==> src/rtl/core/lbg_pkg.sv <==
// Types, constants and helpers shared by the bar graph glyph generator.
package lbg_pkg;

  localparam int MAX_CELLS = 20;
  localparam int VAL_W     = 24;
  localparam int CELL_W    = $clog2(MAX_CELLS + 1);
  localparam int FACT_W    = $clog2(MAX_CELLS * 5 + 1);
  localparam int NUM_W     = VAL_W + FACT_W;
  localparam int CNT_W     = $clog2(NUM_W);

  localparam logic [7:0] GLYPH_FULL  = 8'd4;
  localparam logic [7:0] GLYPH_EMPTY = 8'd45;
  localparam logic [7:0] GLYPH_NEG   = 8'd255;

  typedef struct packed {
    logic signed [VAL_W-1:0] value;
    logic signed [VAL_W-1:0] range_min;
    logic signed [VAL_W-1:0] range_max;
    logic [4:0]              start_col;
    logic [1:0]              row;
    logic [4:0]              bar_length;
    logic                    centered;
  } lbg_in_t;

  typedef struct packed {
    logic [5:0] column;
    logic [1:0] cell_row;
    logic [7:0] glyph;
    logic       last;
  } lbg_out_t;

  typedef struct packed {
    logic load;
    logic prep;
    logic mul;
    logic div_step;
    logic fin;
    logic emit;
  } lbg_cmd_t;

  typedef struct packed {
    logic no_cells;
    logic last_cell;
  } lbg_sts_t;

  // Glyph for a partly filled cell holding rem fifths.
  function automatic logic [7:0] partial_glyph(input logic [2:0] rem);
    logic [7:0] g;
    case (rem)
      3'd1:    g = 8'd0;
      3'd2:    g = 8'd1;
      3'd3:    g = 8'd2;
      3'd4:    g = 8'd3;
      default: g = GLYPH_EMPTY;
    endcase
    return g;
  endfunction

endpackage

==> src/rtl/core/lbg_datapath.sv <==
// Datapath: operand setup, fill multiply, restoring divider and cell generation.
module lbg_datapath
  import lbg_pkg::*;
(
  input  logic     clk,
  input  lbg_cmd_t cmd,
  output lbg_sts_t sts,
  input  lbg_in_t  in_data,
  output lbg_out_t out_data
);

  lbg_in_t              in_r;
  logic                 neg_r;
  logic                 q_ok_r;
  logic [CELL_W-1:0]    cells_r;
  logic [FACT_W-1:0]    fact_r;
  logic [VAL_W-1:0]     fill_r;
  logic [VAL_W-1:0]     range_r;
  logic [5:0]           base_r;
  logic [NUM_W-1:0]     num_r;
  logic [VAL_W-1:0]     rem_r;
  logic [CELL_W-1:0]    whole_r;
  logic [2:0]           frac_r;
  logic [CELL_W-1:0]    idx_r;
  lbg_out_t             out_r;

  // Setup stage signals.
  logic [CELL_W-1:0]       len_sat;
  logic [CELL_W-1:0]       half;
  logic signed [VAL_W+1:0] val_e;
  logic signed [VAL_W+1:0] mag_e;
  logic signed [VAL_W+1:0] rmin_e;
  logic signed [VAL_W+1:0] rmax_e;
  logic signed [VAL_W+1:0] range_e;
  logic signed [VAL_W+1:0] fill_e;
  logic                    range_pos;
  logic                    neg_c;
  logic [CELL_W-1:0]       cells_c;
  logic [FACT_W-1:0]       fact_c;
  logic [5:0]              base_c;

  always_comb begin
    if (int'(in_r.bar_length) > MAX_CELLS) begin
      len_sat = CELL_W'(MAX_CELLS);
    end else begin
      len_sat = CELL_W'(in_r.bar_length);
    end
    half      = len_sat >> 1;
    val_e     = {{2{in_r.value[VAL_W-1]}}, in_r.value};
    rmin_e    = {{2{in_r.range_min[VAL_W-1]}}, in_r.range_min};
    rmax_e    = {{2{in_r.range_max[VAL_W-1]}}, in_r.range_max};
    mag_e     = in_r.value[VAL_W-1] ? -val_e : val_e;
    range_e   = rmax_e - rmin_e;
    range_pos = (range_e > 0);
    if (!in_r.centered) begin
      neg_c   = 1'b0;
      cells_c = len_sat;
      fact_c  = FACT_W'(len_sat * 5);
      base_c  = 6'(in_r.start_col);
      if (mag_e >= rmax_e) begin
        fill_e = range_e;
      end else if (mag_e >= rmin_e) begin
        fill_e = mag_e - rmin_e;
      end else begin
        fill_e = '0;
      end
    end else if (in_r.value[VAL_W-1] && range_pos) begin
      // Negative side grows leftward from the centre in whole cells only.
      neg_c   = 1'b1;
      cells_c = half;
      fact_c  = FACT_W'(half);
      base_c  = 6'(in_r.start_col) + 6'(half) - 6'd1;
      fill_e  = mag_e;
    end else begin
      neg_c   = 1'b0;
      cells_c = half;
      fact_c  = FACT_W'(half * 5);
      base_c  = 6'(in_r.start_col) + 6'(half);
      fill_e  = val_e;
    end
  end

  // Divider step.
  logic [VAL_W:0]   trial;
  logic [VAL_W+1:0] diff;

  assign trial = {rem_r, num_r[NUM_W-1]};
  assign diff  = {1'b0, trial} - {2'b00, range_r};

  // Final scaling of the quotient into whole cells and a fifth remainder.
  logic [NUM_W-1:0]    q;
  logic [FACT_W-1:0]   qs;
  logic [FACT_W+7:0]   recip;
  logic [CELL_W-1:0]   whole_c;
  logic [CELL_W-1:0]   div5;
  logic [FACT_W-1:0]   div5_x5;
  logic [2:0]          frac_c;

  always_comb begin
    q       = q_ok_r ? num_r : '0;
    qs      = q[FACT_W-1:0];
    // Multiply by 205/1024, exact for quotients below one thousand.
    recip   = {8'b0, qs} * (FACT_W + 8)'(205);
    div5    = CELL_W'(recip >> 10);
    div5_x5 = FACT_W'(div5) + FACT_W'({div5, 2'b00});
    whole_c = div5;
    frac_c  = 3'(qs - div5_x5);
    if (neg_r) begin
      frac_c = 3'd0;
      if (q >= NUM_W'(cells_r)) begin
        whole_c = cells_r;
      end else begin
        whole_c = q[CELL_W-1:0];
      end
    end else if (q >= NUM_W'(fact_r)) begin
      whole_c = cells_r;
      frac_c  = 3'd0;
    end
  end

  // Cell generation.
  lbg_out_t cell_c;

  always_comb begin
    cell_c.cell_row = in_r.row;
    cell_c.last     = sts.last_cell;
    if (neg_r) begin
      cell_c.column = base_r - 6'(idx_r);
      cell_c.glyph  = (idx_r < whole_r) ? GLYPH_NEG : GLYPH_EMPTY;
    end else begin
      cell_c.column = base_r + 6'(idx_r);
      if (idx_r < whole_r) begin
        cell_c.glyph = GLYPH_FULL;
      end else if (idx_r == whole_r) begin
        cell_c.glyph = partial_glyph(frac_r);
      end else begin
        cell_c.glyph = GLYPH_EMPTY;
      end
    end
  end

  assign sts.no_cells  = (cells_r == '0);
  assign sts.last_cell = (idx_r == cells_r - CELL_W'(1));
  assign out_data      = out_r;

  always_ff @(posedge clk) begin
    if (cmd.load) begin
      in_r <= in_data;
    end
    if (cmd.prep) begin
      neg_r   <= neg_c;
      q_ok_r  <= range_pos && (fill_e > 0);
      cells_r <= cells_c;
      fact_r  <= fact_c;
      fill_r  <= fill_e[VAL_W-1:0];
      range_r <= range_e[VAL_W-1:0];
      base_r  <= base_c;
    end
    if (cmd.mul) begin
      num_r <= {{FACT_W{1'b0}}, fill_r} * {{VAL_W{1'b0}}, fact_r};
      rem_r <= '0;
    end
    if (cmd.div_step) begin
      if (!diff[VAL_W+1]) begin
        rem_r <= diff[VAL_W-1:0];
        num_r <= {num_r[NUM_W-2:0], 1'b1};
      end else begin
        rem_r <= trial[VAL_W-1:0];
        num_r <= {num_r[NUM_W-2:0], 1'b0};
      end
    end
    if (cmd.fin) begin
      whole_r <= whole_c;
      frac_r  <= frac_c;
      idx_r   <= '0;
    end
    if (cmd.emit) begin
      out_r <= cell_c;
      idx_r <= idx_r + CELL_W'(1);
    end
  end

endmodule

==> src/rtl/core/lbg_ctrl.sv <==
// Controller: sequences setup, division and cell emission, owns the handshakes.
module lbg_ctrl
  import lbg_pkg::*;
(
  input  logic     clk,
  input  logic     rst_n,
  input  logic     in_valid,
  output logic     in_ready,
  output logic     out_valid,
  input  logic     out_ready,
  input  lbg_sts_t sts,
  output lbg_cmd_t cmd
);

  typedef enum logic [5:0] {
    S_IDLE = 6'b000001,
    S_PREP = 6'b000010,
    S_MUL  = 6'b000100,
    S_DIV  = 6'b001000,
    S_FIN  = 6'b010000,
    S_EMIT = 6'b100000
  } state_t;

  state_t           state_r, state_nxt;
  logic [CNT_W-1:0] cnt_r, cnt_nxt;
  logic             out_valid_r, out_valid_nxt;
  logic             slot_free;

  assign slot_free = !out_valid_r || out_ready;
  assign in_ready  = (state_r == S_IDLE);
  assign out_valid = out_valid_r;

  always_comb begin
    state_nxt    = state_r;
    cnt_nxt      = cnt_r;
    cmd          = '0;
    unique case (state_r)
      S_IDLE: begin
        if (in_valid) begin
          cmd.load  = 1'b1;
          state_nxt = S_PREP;
        end
      end
      S_PREP: begin
        cmd.prep  = 1'b1;
        state_nxt = S_MUL;
      end
      S_MUL: begin
        cmd.mul = 1'b1;
        cnt_nxt = '0;
        // A bar of no cells produces no transfer at all.
        state_nxt = sts.no_cells ? S_IDLE : S_DIV;
      end
      S_DIV: begin
        cmd.div_step = 1'b1;
        cnt_nxt      = cnt_r + CNT_W'(1);
        if (cnt_r == CNT_W'(NUM_W - 1)) begin
          state_nxt = S_FIN;
        end
      end
      S_FIN: begin
        cmd.fin   = 1'b1;
        state_nxt = S_EMIT;
      end
      S_EMIT: begin
        if (slot_free) begin
          cmd.emit = 1'b1;
          if (sts.last_cell) begin
            state_nxt = S_IDLE;
          end
        end
      end
      default: begin
        state_nxt = S_IDLE;
      end
    endcase
  end

  always_comb begin
    if (cmd.emit) begin
      out_valid_nxt = 1'b1;
    end else if (out_ready) begin
      out_valid_nxt = 1'b0;
    end else begin
      out_valid_nxt = out_valid_r;
    end
  end

  always_ff @(posedge clk) begin
    if (!rst_n) begin
      state_r     <= S_IDLE;
      cnt_r       <= '0;
      out_valid_r <= 1'b0;
    end else begin
      state_r     <= state_nxt;
      cnt_r       <= cnt_nxt;
      out_valid_r <= out_valid_nxt;
    end
  end

endmodule

==> src/rtl/core/lcd_bar_graph_glyphs.sv <==
// Top level of the character LCD bar graph glyph generator.
//
// One input transfer describes a bar: value, range, start column, row, length
// and mode. The block answers with one output transfer per LCD cell of the
// bar, each carrying column, row and glyph code, with last set on the final
// cell. A bar of zero length gives no output transfer.
// Both channels use valid/ready. An input transfer is taken only while the
// block is idle; the last cell of a bar may still sit in the output register
// while the next bar is accepted.
// After the input transfer the block runs setup, the fill multiply, a 31 step
// bit-serial divider and a scaling step before the first cell is presented;
// further cells follow one per cycle while the output register is free. A
// new bar is accepted only once the current bar is finished.
// The output register holds its cell while out_ready is low, and emission
// simply pauses until the cell is taken.
// Reset (rst_n low, synchronous) returns the controller to idle and drops
// out_valid; any bar in progress is discarded.
module lcd_bar_graph_glyphs
  import lbg_pkg::*;
(
  input  logic     clk,
  input  logic     rst_n,
  input  logic     in_valid,
  output logic     in_ready,
  input  lbg_in_t  in_data,
  output logic     out_valid,
  input  logic     out_ready,
  output lbg_out_t out_data
);

  lbg_cmd_t cmd;
  lbg_sts_t sts;

  lbg_ctrl u_ctrl (
    .clk       (clk),
    .rst_n     (rst_n),
    .in_valid  (in_valid),
    .in_ready  (in_ready),
    .out_valid (out_valid),
    .out_ready (out_ready),
    .sts       (sts),
    .cmd       (cmd)
  );

  lbg_datapath u_dp (
    .clk      (clk),
    .cmd      (cmd),
    .sts      (sts),
    .in_data  (in_data),
    .out_data (out_data)
  );

endmodule

==> config.mk <==
export PLATFORM = sky130hd
export DESIGN_NAME = lcd_bar_graph_glyphs
export DESIGN_NICKNAME = d
export VERILOG_FILES = /design/src/rtl/core/lbg_pkg.sv /design/src/rtl/core/lbg_datapath.sv /design/src/rtl/core/lbg_ctrl.sv /design/src/rtl/core/lcd_bar_graph_glyphs.sv
export SDC_FILE = /design/constraint.sdc
export NUM_CORES = 1
export LEC_CHECK = 0
export BUFFER_PORTS_ARGS = -buffer_cell sky130_fd_sc_hd__clkbuf_2
export CAP_MARGIN = 30
export CORE_MARGIN = 8
export CORE_UTILIZATION = 64
export CTS_CLUSTER_SIZE = 8
export DETAILED_ROUTE_END_ITERATION = 12
export PLACE_DENSITY = 0.92
export SETUP_SLACK_MARGIN = 0.15
export SLEW_MARGIN = 20
export SYNTH_ARGS = -nofsm -noshare
export SYNTH_HDL_FRONTEND = slang
export SYNTH_SLANG_ARGS = --single-unit
==> constraint.sdc <==
create_clock -name clk -period 8 [get_ports clk]
set_input_delay 0 -clock clk [delete_from_list [all_inputs] [get_ports clk]]
set_output_delay 0 -clock clk [all_outputs]
set_load 0.02 [all_outputs]
# --- Word level (Yosys, flattened, before mapping) ---
# Cells that the tools add are included.
op_classes:
  add_sub_neg: 13
  multipliers: 4
  order_cmp: 8
  n_eq_ne: 17
  muxes: 47
  n_reduce_logical: 11
ops:
  columns: ["operator", "n"]
  rows:
  - ["$mux 26", 5]
  - ["$mux 31", 3]
  - ["$mux 24", 3]
  - ["$ge 26x24->1", 2]
  - ["$mux 6", 7]
  - ["$pmux 6 s6", 1]
  - ["$mux 5", 7]
  - ["$ge 31x5->1", 1]
  - ["$ge 31x7->1", 1]
  - ["$mul 24x7->31", 1]
  - ["$gt 26x1->1 const B", 1]
  - ["$neg 24->26", 1]
  - ["$sub 25x24->26", 1]
  - ["$sub 26x24->26", 1]
  - ["$gt 25x1->1 const B", 1]
  - ["$sub 24x24->25", 1]
  - ["$mux 8", 3]
  - ["$pmux 6 s4", 1]
  - ["$mul 7x8->15 const B", 1]
  - ["$mux 7", 2]
  - ["$mux 1", 12]
  - ["$add 5x1->5 const B", 2]
  - ["$eq 5x5->1", 2]
  - ["$pmux 5 s2", 1]
  - ["31 further kinds", 39]
totals:
  reg_bits: 250

# --- Longest topological paths before layout ---
logic_depth:
  depth_word: 8
  mapped_depth: 27
  ltp_nobuf: 25

# --- Cells and area by module ---
# Synthesis repeated with hierarchy kept, for this count alone.
unflattened:
  cells_unflattened: 2382
  area_unflattened_um2: 22282.6
by_module_without_submodules:
  columns: ["module", "n_inst", "cells_per_inst", "area_each_um2", "seq_area_each_um2"]
  rows:
  - ["lbg_datapath", 1, 2302, 21619.5, 6996.7]
  - ["lbg_ctrl", 1, 80, 663.1, 240.2]

# --- Least setup slack after synthesis ---
# Ideal clock, no wire load.
synth_path:
  kind: "register to register"
  startpoint: "reg u_ctrl.state_r[4]"
  endpoint: "reg u_ctrl.state_r[0]"
  arrival_ps: 6078
  required_time_ps: 7879
  setup_slack_ps: 1801
  stages_incl_launch_ff: 6
  path_buffers: 0
  path_cell_list: "dfxtp_1 -> nor2_1 -> nand2_1 -> nor3b_1 -> o41ai_1 -> a211o_1"
synth_via:
  elab_chain_cells: 3
  elab_cells_between_ends: 12
  classes_between: "eq/ne (10); mux (1); reduce/logical (1)"
synth_rtl:
  columns: ["item", "line_no", "text"]
  rows:
  - ["start, declared", "lbg_ctrl.sv:24", "state_t state_r, state_nxt;"]
  - ["start signal, assigned", "lbg_ctrl.sv:95", "state_r <= state_nxt;"]
  - ["$eq 6x6->1 (tied with other cells)", "lbg_ctrl.sv:37", "unique case (state_r)"]
  - ["$ne 2x1->1 (no line) or $ne 2x2->1 (tied branches)", null, null]
  - ["$reduce_and 4->1 (no line)", null, null]
# Several ways; a longest one is shown, not always the timed one.
# A chain may end at the register's enable or synchronous reset.

# --- Worst setup path after layout ---
layout_path:
  startpoint: "reg u_dp.in_r[63] (netlist name)"
  endpoint: "reg u_dp.q_ok_r, data pin"
layout_via:
  elab_chain_cells: 8
  elab_cells_between_ends: 11
  classes_between: "add/sub (2); order compare (3); mux (5); reduce/logical (1)"
layout_rtl:
  columns: ["item", "line_no", "text"]
  rows:
  - ["start, declared", "lbg_datapath.sv:12", "lbg_in_t in_r;"]
  - ["start signal, assigned", "lbg_datapath.sv:148", "in_r <= in_data;"]
  - ["$neg 24->26", "lbg_datapath.sv:52", "mag_e = in_r.value[VAL_W-1] ? -val_e : val_e;"]
  - ["$mux 26 *", "lbg_datapath.sv:52", null]
  - ["$sub 26x24->26 or $ge 26x24->1 (tied branches)", "lbg_datapath.sv:63, lbg_datapath.sv:62", null]
  - ["$mux 26", "lbg_datapath.sv:62", "end else if (mag_e >= rmin_e) begin"]
  - ["$mux 26", "lbg_datapath.sv:60", "if (mag_e >= rmax_e) begin"]
  - ["$mux 26 *", "lbg_datapath.sv:55", "if (!in_r.centered) begin"]
  - ["net u_dp.fill_e[5]", "lbg_datapath.sv:35", "logic signed [VAL_W+1:0] fill_e;"]
  - ["$gt 26x1->1 *", "lbg_datapath.sv:152", "q_ok_r <= range_pos && (fill_e > 0);"]
  - ["$logic_and 1x1->1 *", "lbg_datapath.sv:152", null]
  - ["end signal, assigned", "lbg_datapath.sv:152", null]
  - ["end, declared", "lbg_datapath.sv:14", "logic q_ok_r;"]
# The timed path passes the listed nets; every way through them passes the cells marked *.

==> run summary <==
CTS Sinks - 245
Peak Freq - 149 MHz
CP Max Fanout - 28
Setup ws final - 1290 ps
Multi-input logic area - 0.0134 mm2
Pin count of the biggest net entering global routing - 77
Final core utilization - 72.6%
Synthesized cell area - 0.0220 mm2
Root Driver - clkbuf_16
Met2 Usage GRT - 50.0%
Post-synthesis compound-gate area fraction - 14.6%
Mean Syn Cell Area - 9.54 um2
Reg clk slew, reported paths - 60 ps
CORE AREA - 0.0342 mm2
Async SR Flop Fraction - 0%
Via density - 6.24
RSZ-0062 raised after global routing - false
Top-area cell type share of the netlist area - 31.7%
Initial antenna violation count - 1
Most common cell in the netlist - inv_1
CTS buffer count - 36
Synth warn - 0
Status - completed
Seq cells post-synth - 245
Routability cong. - 0.967
DR iter-0 viols - 1,717
Final WL - 60,900 um
Post-Synth Simple-Gate Area - 15.6%
First-pass GRT wire length - 97,600 um
Reg area - 0.00724 mm2
Crit end category - register
Die Y - 202 um
Lkg Pwr - 11.2 nW
Most frequent cells after synthesis - 295 x inv_1, 233 x edfxtp_1, 228 x nand2_1, 222 x ha_1, 157 x nor2_1
Slew Limit Fails - 0
Pre-CTS WS - 1380 ps
CTS tree - built
Clk Latency, worst-skew pair - 530 ps
Max clock buf depth - 3
ANT nets after route - 0
Post-detailed-route wirelength per cell - 20.6 um
Layout cells sized above 1 - 8.04%
Req. time, crit path - 8260 ps
Final hold vios - 0
Top FF cell, synth - edfxtp_1
Max VDD drop - 283 uV
Post-synth EDFFs - 233
XOR/XNOR Fraction of Synth Area - 5.40%
Final Skew - 23.2 ps
Maxcap violations - 0
Final period utilization - 83.8%
Overflow left after global routing - 0
Post-cts resize count - 0
DR pass1 iterations - 5
Top cells by area, synth - edfxtp_1 32%, ha_1 13%, fa_1 11%
Largest family of logic cells by synthesized area - adder cells
Post-DP HPWL - 43,100 um
Adder-Cell Fraction of Synth Area - 24.0%
Residual DRC - 0
Hold_ws - 183 ps
Sequential area share after synthesis - 32.8%
Starting density of the core - 64.4%
Yosys cell types - 89
Final setup viols - 0
Startpoint type of the worst setup path - register
Die width - 202 um
Final layout net count - 2,927
Met3 GRT Util - 6.71%
Filler cells - 2,293
PortBufs - 107
Sum of negative setup slack - 0 ps
Rel. slew slack - 30.7%
Vias in the first global route - 18,800
Post-CTS Repair Setup Buffers - 0
Via count - 18,500
Total Routing Usage GR - 29.4%
GR peak layer - met2
PD cells - 427 mW/mm2
HP Class - in -> reg
Die Area - 0.0406 mm2
Synth area leader - edfxtp_1
# IOs - 108
Cells after synthesis - 2,311
Multiplexer area fraction after synthesis - 1.15%
Measured slew at the worst slew-check pin - 1020 ps
CP Class - reg -> reg
H-Tree Depth - 2
Rows - 68
Area Growth Syn to Fin - 12.7%
Critical Path AT - 6970 ps
Global Route met1 Usage - 34.9%
Min Tclk post-route - 6710 ps
per-layer routing:
layer | part of all wire (%) | vias to the layer above
li1 | - | 8413
met1 | 38 | 8771
met2 | 48 | 1049
met3 | 9.2 | 224
met4 | 4.7 | 0
met5 | 0 | -
power breakdown:
group,switching (W),internal [W]
registers,0.000238,0.00196
logic,0.00414,0.00287
clock network,0.000566,0.000826
total,0.00494,0.00565
kinds of logic after synthesis:
group,Yosys count
buf+inv,366
xor+xnor,136
compound gates,489
flops,245
mux,25
fa+ha+maj,347
simple gates,702
other cells,1
sequential cells by signal, summed over array words and instances (netlist names):
name,cells
u_dp.in_r,83
u_dp.num_r,31
u_dp.fill_r,24
u_dp.range_r,24
u_dp.rem_r,24
u_dp.out_data,14
u_dp.fact_r,7
u_ctrl.state_r,6
u_dp.base_r,6
u_ctrl.cnt_r,5
u_dp.idx_r,5
u_dp.whole_r,5
u_dp.cells_r,3
u_dp.frac_r,3
u_dp.cell_c,2
u_ctrl.out_valid,1
u_dp.neg_r,1
u_dp.q_ok_r,1
critical path, stage by stage, from the launching register on:
cell and delay, ps:
edfxtp_1 460, or3_1 410, or4_1 440, or4_1 530, or3_1 420, nor2_1 120
nand2_1 110, nor4b_1 670, ha_1 370, and3_1 170, nand3_1 120, nor3_1 70
or3_1 340, a31o_2 230, mux2i_1 110, buf_4 200, inv_2 360, nor3_1 130
a211oi_1 290, a31oi_1 110, nor4_1 450, and4_1 250, a31oi_1 80
cells in the final DEF, fill, tap and decap left out, types with 12 or more instances in the layout:
master,n
a211oi_1,27
a21o_1,48
a21oi_1,148
a31oi_1,23
and2_1,59
and3_1,18
clkbuf_16,37
clkbuf_2,107
dfxtp_1,12
dlygate4sd3_1,88
edfxtp_1,233
fa_1,125
ha_1,222
inv_1,294
mux2i_1,23
nand2_1,228
nand2b_1,25
nand3_1,33
nand4_1,14
nor2_1,156
nor2b_1,21
nor3_1,48
nor4_1,16
o21a_1,21
o21ai_0,90
o21bai_1,13
o31ai_1,14
or3_1,34
xnor2_1,93
xor2_1,43
layout make-up:
class,instances,area share (%)
multi-input cells,1703,54.0
flip-flops and latches,245,29.1
clock buffers,47,3.88
diodes,1,0.0101
well taps,455,2.29
repair buffers,209,6.25
inverters,296,4.47
timing repair:
action,in CTS,in global routing
hold endpoints to repair,106,0
endpoints found under the setup margin,0,0
hold buffers,88,0
per-stage QoR:
step,instances,cell area (um2),total power [W]
finish,2956,24800,0.0106
global route,2956,24800,0.0114
CTS,2952,24800,0.0104
detailed placement,2817,22900,0.00888
global placement,2816,22900,0.00863
floorplan,2314,22000,0.00729
path summary, 6_finish.rpt:
check                                               start                     endpoint  slack [ps]  cells after the start
worst max-delay path              u_dp.in_r[63]$_DFFE_PP_        u_dp.q_ok_r$_DFFE_PP_        1290                     22
worst max register to register    u_dp.in_r[63]$_DFFE_PP_        u_dp.q_ok_r$_DFFE_PP_        1290                     22
worst min register to register  u_dp.cell_c[10]$_DFFE_PP_  u_dp.out_data[10]$_DFFE_PP_         410                      0
worst min-delay path                           in_data[4]       u_dp.in_r[4]$_DFFE_PP_         180                      2
Note: power is estimated with default switching activity, not from simulation.
